`config.mk`:
```
export PLATFORM = sky130hd
export DESIGN_NAME = stream_group_reverser_top
export DESIGN_NICKNAME = d
export VERILOG_FILES = /design/src/rtl/sgr_pkg.sv /design/src/rtl/stream_group_reverser_top.sv /design/src/rtl/sgr_ram.sv
export SDC_FILE = /design/constraint.sdc
export NUM_CORES = 1
export LEC_CHECK = 0
export BUFFER_PORTS_ARGS = -buffer_cell sky130_fd_sc_hd__clkbuf_2
export CAP_MARGIN = 10
export CORE_ASPECT_RATIO = 1.25
export CORE_UTILIZATION = 40
export CTS_BUF_LIST = sky130_fd_sc_hd__clkbuf_2
export DETAILED_ROUTE_END_ITERATION = 16
export PLACE_DENSITY = 0.66
export SLEW_MARGIN = 20
export SYNTH_ARGS = -nofsm -noshare
export SYNTH_HDL_FRONTEND = slang
export SYNTH_SLANG_ARGS = --single-unit
```
`constraint.sdc`:
```
create_clock -name clk -period 4.8 [get_ports clk]
set_input_delay 0.72 -clock clk [delete_from_list [all_inputs] [get_ports clk]]
set_output_delay 0.72 -clock clk [all_outputs]
set_load 0.01 [all_outputs]
```
`src/rtl/sgr_pkg.sv`:
```
// sgr_pkg: shared widths, defaults and reset values for the stream group reverser.
// No dependencies; used by stream_group_reverser_top.
`default_nettype none

package sgr_pkg;

    localparam int DATA_W         = 32;
    localparam int CFG_W          = 5;
    localparam int MAX_GROUP_DEF  = 16;
    localparam logic [CFG_W-1:0] GROUP_SIZE_RST = 5'd4;

endpackage

`default_nettype wire

```
`src/rtl/stream_group_reverser_top.sv`:
```
// stream_group_reverser_top: collects values into groups and emits full groups reversed.
// Depends on sgr_pkg and sgr_ram.
//
//  channel | signals                                   | direction
//  --------+-------------------------------------------+----------
//  in      | in_valid, in_ready, item_value, last_item | sink
//  out     | out_valid, out_ready, out_value,          | source
//          | run_last, list_end                        |
//  cfg     | cfg_write_en, cfg_write_data              | sink
//
// A short group closed by last_item is emitted in its input order, not reversed.
// A beat that closes a group of n values is followed by n reads through the RAM
// read port, one result a cycle while the output is not stalled; no input is taken.
// The RAM output register is the output register; a stalled output holds the read.
// Reset clears the fill count, the state and out_valid; group_size resets to 4.
`default_nettype none

module stream_group_reverser_top #(
    parameter int MAX_GROUP = sgr_pkg::MAX_GROUP_DEF
) (
    input  wire logic                             clk,
    input  wire logic                             rst_n,
    input  wire logic                             cfg_write_en,
    input  wire logic [sgr_pkg::CFG_W-1:0]        cfg_write_data,
    input  wire logic                             in_valid,
    output logic                                  in_ready,
    input  wire logic signed [sgr_pkg::DATA_W-1:0] item_value,
    input  wire logic                             last_item,
    output logic                                  out_valid,
    input  wire logic                             out_ready,
    output logic signed [sgr_pkg::DATA_W-1:0]     out_value,
    output logic                                  run_last,
    output logic                                  list_end
);

    localparam int CNT_W = $clog2(MAX_GROUP + 1);
    localparam int AW    = (MAX_GROUP > 1) ? $clog2(MAX_GROUP) : 1;
    localparam int CMP_W = (CNT_W > sgr_pkg::CFG_W) ? CNT_W : sgr_pkg::CFG_W;

    typedef enum logic [1:0] {
        ST_FILL = 2'b01,
        ST_EMIT = 2'b10
    } state_t;

    state_t                       state_reg,     state_next;
    logic [sgr_pkg::CFG_W-1:0]    group_size_reg;
    logic [CNT_W-1:0]             fill_reg,      fill_next;
    logic [AW-1:0]                idx_reg,       idx_next;
    logic [AW-1:0]                last_idx_reg,  last_idx_next;
    logic                         rev_reg,       rev_next;
    logic                         end_reg,       end_next;
    logic                         out_valid_reg, out_valid_next;
    logic                         run_last_reg,  run_last_next;
    logic                         list_end_reg,  list_end_next;

    logic [CMP_W-1:0]             cfg_ext;
    logic [CNT_W-1:0]             g_eff;
    logic [CNT_W-1:0]             n_w;
    logic                         in_fire;
    logic                         advance;
    logic                         issue;
    logic                         fin;
    logic [AW-1:0]                rd_addr;
    logic [sgr_pkg::DATA_W-1:0]   rd_data;

    always_comb
    begin
        cfg_ext = CMP_W'(group_size_reg);
        if (group_size_reg == '0)
        begin
            g_eff = CNT_W'(1);
        end
        else if (cfg_ext > CMP_W'(MAX_GROUP))
        begin
            g_eff = CNT_W'(MAX_GROUP);
        end
        else
        begin
            g_eff = CNT_W'(cfg_ext);
        end
    end

    assign n_w      = fill_reg + CNT_W'(1);
    assign in_ready = (state_reg == ST_FILL);
    assign in_fire  = in_valid && in_ready;
    assign advance  = !out_valid_reg || out_ready;
    assign issue    = (state_reg == ST_EMIT) && advance;
    assign fin      = (idx_reg == last_idx_reg);
    assign rd_addr  = rev_reg ? (last_idx_reg - idx_reg) : idx_reg;

    always_comb
    begin
        state_next     = state_reg;
        fill_next      = fill_reg;
        idx_next       = idx_reg;
        last_idx_next  = last_idx_reg;
        rev_next       = rev_reg;
        end_next       = end_reg;
        out_valid_next = out_valid_reg;
        run_last_next  = run_last_reg;
        list_end_next  = list_end_reg;

        if (advance)
        begin
            out_valid_next = issue;
            run_last_next  = fin;
            list_end_next  = fin && end_reg;
        end

        case (state_reg)
            ST_FILL:
            begin
                if (in_fire)
                begin
                    if ((n_w >= g_eff) || last_item)
                    begin
                        state_next    = ST_EMIT;
                        idx_next      = '0;
                        last_idx_next = fill_reg[AW-1:0];
                        rev_next      = (n_w >= g_eff);
                        end_next      = last_item;
                        fill_next     = '0;
                    end
                    else
                    begin
                        fill_next = n_w;
                    end
                end
            end
            ST_EMIT:
            begin
                if (issue)
                begin
                    if (fin)
                    begin
                        state_next = ST_FILL;
                    end
                    else
                    begin
                        idx_next = idx_reg + AW'(1);
                    end
                end
            end
            default:
            begin
                state_next = ST_FILL;
            end
        endcase
    end

    always_ff @(posedge clk or negedge rst_n)
    begin
        if (!rst_n)
        begin
            state_reg      <= ST_FILL;
            group_size_reg <= sgr_pkg::GROUP_SIZE_RST;
            fill_reg       <= '0;
            out_valid_reg  <= 1'b0;
        end
        else
        begin
            state_reg     <= state_next;
            fill_reg      <= fill_next;
            out_valid_reg <= out_valid_next;
            if (cfg_write_en)
            begin
                group_size_reg <= cfg_write_data;
            end
        end
    end

    always_ff @(posedge clk)
    begin
        idx_reg      <= idx_next;
        last_idx_reg <= last_idx_next;
        rev_reg      <= rev_next;
        end_reg      <= end_next;
        run_last_reg <= run_last_next;
        list_end_reg <= list_end_next;
    end

    sgr_ram #(
        .WIDTH (sgr_pkg::DATA_W),
        .DEPTH (MAX_GROUP)
    ) u_buf (
        .clk   (clk),
        .we    (in_fire),
        .waddr (fill_reg[AW-1:0]),
        .wdata (item_value),
        .re    (issue),
        .raddr (rd_addr),
        .rdata (rd_data)
    );

    assign out_valid = out_valid_reg;
    assign out_value = signed'(rd_data);
    assign run_last  = run_last_reg;
    assign list_end  = list_end_reg;

`ifndef SYNTHESIS
    a_fill_bound: assert property (@(posedge clk) disable iff (!rst_n)
        fill_reg < CNT_W'(MAX_GROUP))
        else $error("fill count reached group buffer depth");

    a_list_end_final: assert property (@(posedge clk) disable iff (!rst_n)
        (out_valid && list_end) |-> run_last)
        else $error("list_end without run_last");

    a_fill_step: assert property (@(posedge clk) disable iff (!rst_n)
        (in_fire && !((n_w >= g_eff) || last_item)) |=> (fill_reg == $past(n_w)))
        else $error("fill count did not advance by one");

    a_emit_idx: assert property (@(posedge clk) disable iff (!rst_n)
        (state_reg == ST_EMIT) |-> (idx_reg <= last_idx_reg))
        else $error("read index ran past group end");

    a_emit_entry: assert property (@(posedge clk) disable iff (!rst_n)
        (in_fire && ((n_w >= g_eff) || last_item)) |=> (state_reg == ST_EMIT && fill_reg == '0))
        else $error("closing beat did not start emission");
`endif

endmodule

`default_nettype wire

```
`src/rtl/sgr_ram.sv`:
```
// sgr_ram: generic simple dual-port RAM, one write and one registered read port.
// No dependencies.
`default_nettype none

module sgr_ram #(
    parameter int WIDTH = 32,
    parameter int DEPTH = 16
) (
    input  wire logic                                   clk,
    input  wire logic                                   we,
    input  wire logic [(DEPTH > 1 ? $clog2(DEPTH) : 1)-1:0] waddr,
    input  wire logic [WIDTH-1:0]                       wdata,
    input  wire logic                                   re,
    input  wire logic [(DEPTH > 1 ? $clog2(DEPTH) : 1)-1:0] raddr,
    output logic      [WIDTH-1:0]                       rdata
);

    logic [WIDTH-1:0] mem [DEPTH];

    always_ff @(posedge clk)
    begin
        if (we)
        begin
            mem[waddr] <= wdata;
        end
        if (re)
        begin
            rdata <= mem[raddr];
        end
    end

endmodule

`default_nettype wire

```
==> reports/qor.yml <==
status:
  status: "complete, no violations"
placed_design:
  port_buffers: 78
  dpl_worst_slack_ps: 691
  place.gp.congestion: 0.769
  dpl.hpwl_mm: 29.3
  placed_area_um2: 24100
  dp_cells: 2130
synth:
  synthCells: 1367
  synth-edff-count: 556
  ys_seq_elements: 569
  synth.top_cells.by_area: "edfxtp_1, a211oi_1, and3_1"
  syn-cell-area_um2: 22600
  netlist.area_leader.share: 0.739
  yosysMostFrequentCell: "edfxtp_1"
  synthFlopType: "edfxtp_1"
  ys_seq_area_frac: 0.753
  ys_top_cells_by_count: "edfxtp_1, and3_1, a211oi_1"
  synthesis.nets: 1424
  async_flop_share: 0.0228
  yosys.area.top_type: "edfxtp_1"
  yosys_warnings: 0
  syn_area_per_cell_um2: 16.5
  synth_cell_types: 48
global_routing:
  antenna_found_initial: 1
  grt_usage: 0.191
  grt_pass1_vias: 13600
  grt_max_degree: 99
  gr-total-overflow: 0
  grt_pass1_wl_mm: 82.2
setup_path:
  crit_type: "flip-flop to flip-flop"
  cp_top_family: "compound AO/OA/AOI/OAI gates"
  worst_ep_arrival_time_ps: 5000
  required_ps: 5730
  critPathMaxStageDelay_ps: 740
  reg2reg_slack_ps: 730
  worst_setup_path_start_kind: "flip-flop"
  cp_max_fo: 18
  worstPathCellList: "ha_1 -> fa_1 -> xor2_2 -> o32a_2 -> buf_4 -> a211oi_1 -> a2111oi_0 -> mux2_2"
  r2r_cells: 8
  cp_slowest_cell: "a2111oi_0"
  worst_setup_path_end_kind: "flip-flop"
  rr_endpoint: "u_buf.rdata[23]"
  crit_cells: 8
  path_buf_inv: 1
  r2r-start: "idx_reg[0]"
layout:
  stdcell_count: 2405
  regMostFlops: "u_buf.mem"
  areaGrowthSynthToFinish_pct: 14.3
  final_nets: 1624
  largest_register_ffs: 512
  fin_util: 0.462
  drive_above_1_share: 0.237
  top_regs: "u_buf.mem: 512 flops, u_buf.rdata: 32 flops"
  final_area_um2: 25800
die:
  initial_core_util: 0.404
  rows: 97
  die_x_um: 215
  die_area_um2: 57500
  coreArea_um2: 55900
  ios: 79
  fp.dieH_um: 268
sta:
  min_period_over_period: 0.849
  fin_tns_setup_ps: 0
  finalHoldViolCount: 0
  report.final.setup_viol: 0
  setup_ws_ps: 726
  maxSlewHeadroom: 0.283
  drv_slew: 0
  fmax_mhz: 245
  worst_pin_slew_ps: 1070
  layout_min_cycle_time_ps: 4070
  skew_ps: 67.4
  rsz0062_at_grt: "false"
detailed_routing:
  drt-pass1-iter-count: 5
  avgViaCountPerCell: 5.57
  routed_wl_mm: 54.4
  ant_nets: 0
  vias: 13400
  drcViolationCount: 0
  wl_per_cell_um: 22.6
  drtIter0Drc: 1094
cts:
  ctsResizeCount: 0
  cts_buffers: 130
  insertion_delay_ps: 1080
  clk_pin_slew_ps: 110
  cts_tree: "built"
  clock-root-buffer: "clkbuf_2"
  cts_sinks: 569
  clk_path_buf_depth: 3
  htreeDepth: 4
pwr:
  p_leak_uw: 0.00899
  peakVddDrop_mv: 0.306
  powerDensity_nw_per_um2: 535
min_path:
  holdPathEnd: "fill_reg[3]"
  hold_path.class: "primary input to flip-flop"
  holdPathStages: 4
  min_from: "in_valid"
job:
  maxCapViolations: 0
-- worst max-delay path by stage --
stage / startpoint / endpoint
2_1_floorplan: state_reg[0] / u_buf.mem[0][0]
3_3_place_gp: idx_reg[0] / u_buf.rdata[23]
3_5_place_dp: idx_reg[0] / u_buf.rdata[23]
4_1_cts: idx_reg[0] / u_buf.rdata[23]
5_1_grt: idx_reg[0] / u_buf.rdata[23]
6_report: idx_reg[0] / u_buf.rdata[23]
-- cell families (layout without fill, tap and decap cells) --
logic type,count (synthesis),after routing,synth area share
buffers and inverters,117,412,0.0221
other,0,1,0
AOI/OAI and AO/OA,285,285,0.0974
DFF,569,569,0.753
xor gates and xnor gates,7,7,0.00304
and+or+nand+nor,276,276,0.0706
adders and majority gates,14,14,0.00808
muxes,99,99,0.0458
-- worst reg2reg max path, cell delays in order, from the launching register on --
cell,delay (ps)
edfxtp_1,520
ha_1,280
fa_1,420
xor2_2,650
o32a_2,670
buf_4,330
a211oi_1,80
a2111oi_0,740
mux2_2,290
-- layout by cell type (no fill, tap or decap), drive strengths merged, types with 5 or more instances in the layout --
cell type	count
a2111oi	63
a211oi	192
and3	195
buf	46
bufinv	5
clkbuf	259
clkinv	35
dfrtp	11
dlygate4sd3	47
edfxtp	556
ha	13
inv	17
mux2	36
mux2i	63
nand2	23
nand2b	6
nand3	8
nor2	24
nor3	8
o21ai	8
-- cell type report --
| type | count | area, um2 |
|---|---|---|
| Multi-Input combinational cell | 681 | 5340 |
| Clock inverter | 46 | 325 |
| Tap cell | 742 | 928 |
| Timing Repair Buffer | 171 | 1260 |
| Sequential cell | 569 | 17000 |
| Inverter | 14 | 52.6 |
| Fill cell | 4752 | 30100 |
| Clock buffer | 181 | 906 |
| Antenna cell | 1 | 2.50 |
-- per-stage QoR --
step / hold WS [ps] / total power, uW
floorplan: 423 / 9110
global placement: 487 / 10700
detailed placement: 507 / 10800
CTS: 30.0 / 13900
global route: 83.6 / 14500
finish: 154 / 13800
-- metal layers --
layer / global-route usage / share of wire / vias to the layer above
met5: 0 / 0 / -
met4: 0.0757 / 0.023 / 0
met2: 0.330 / 0.51 / 463
li1: - / - / 6061
met1: 0.236 / 0.41 / 6780
met3: 0.0366 / 0.056 / 98
-- power by group --
part           internal (uW)  switching (uW)  total, uW
Combinational           1700            2940       4640
Clock                   1290            1830       3120
Sequential              5920             135       6050
-- timing repair --
| item | in CTS | in global routing |
|---|---|---|
| endpoints found under the hold margin | 320 | 0 |
| buffers inserted | 0 | 0 |
| endpoints found under the setup margin | 0 | 0 |
| hold buffers | 47 | 0 |
Note: power is estimated with default switching activity, not from simulation.
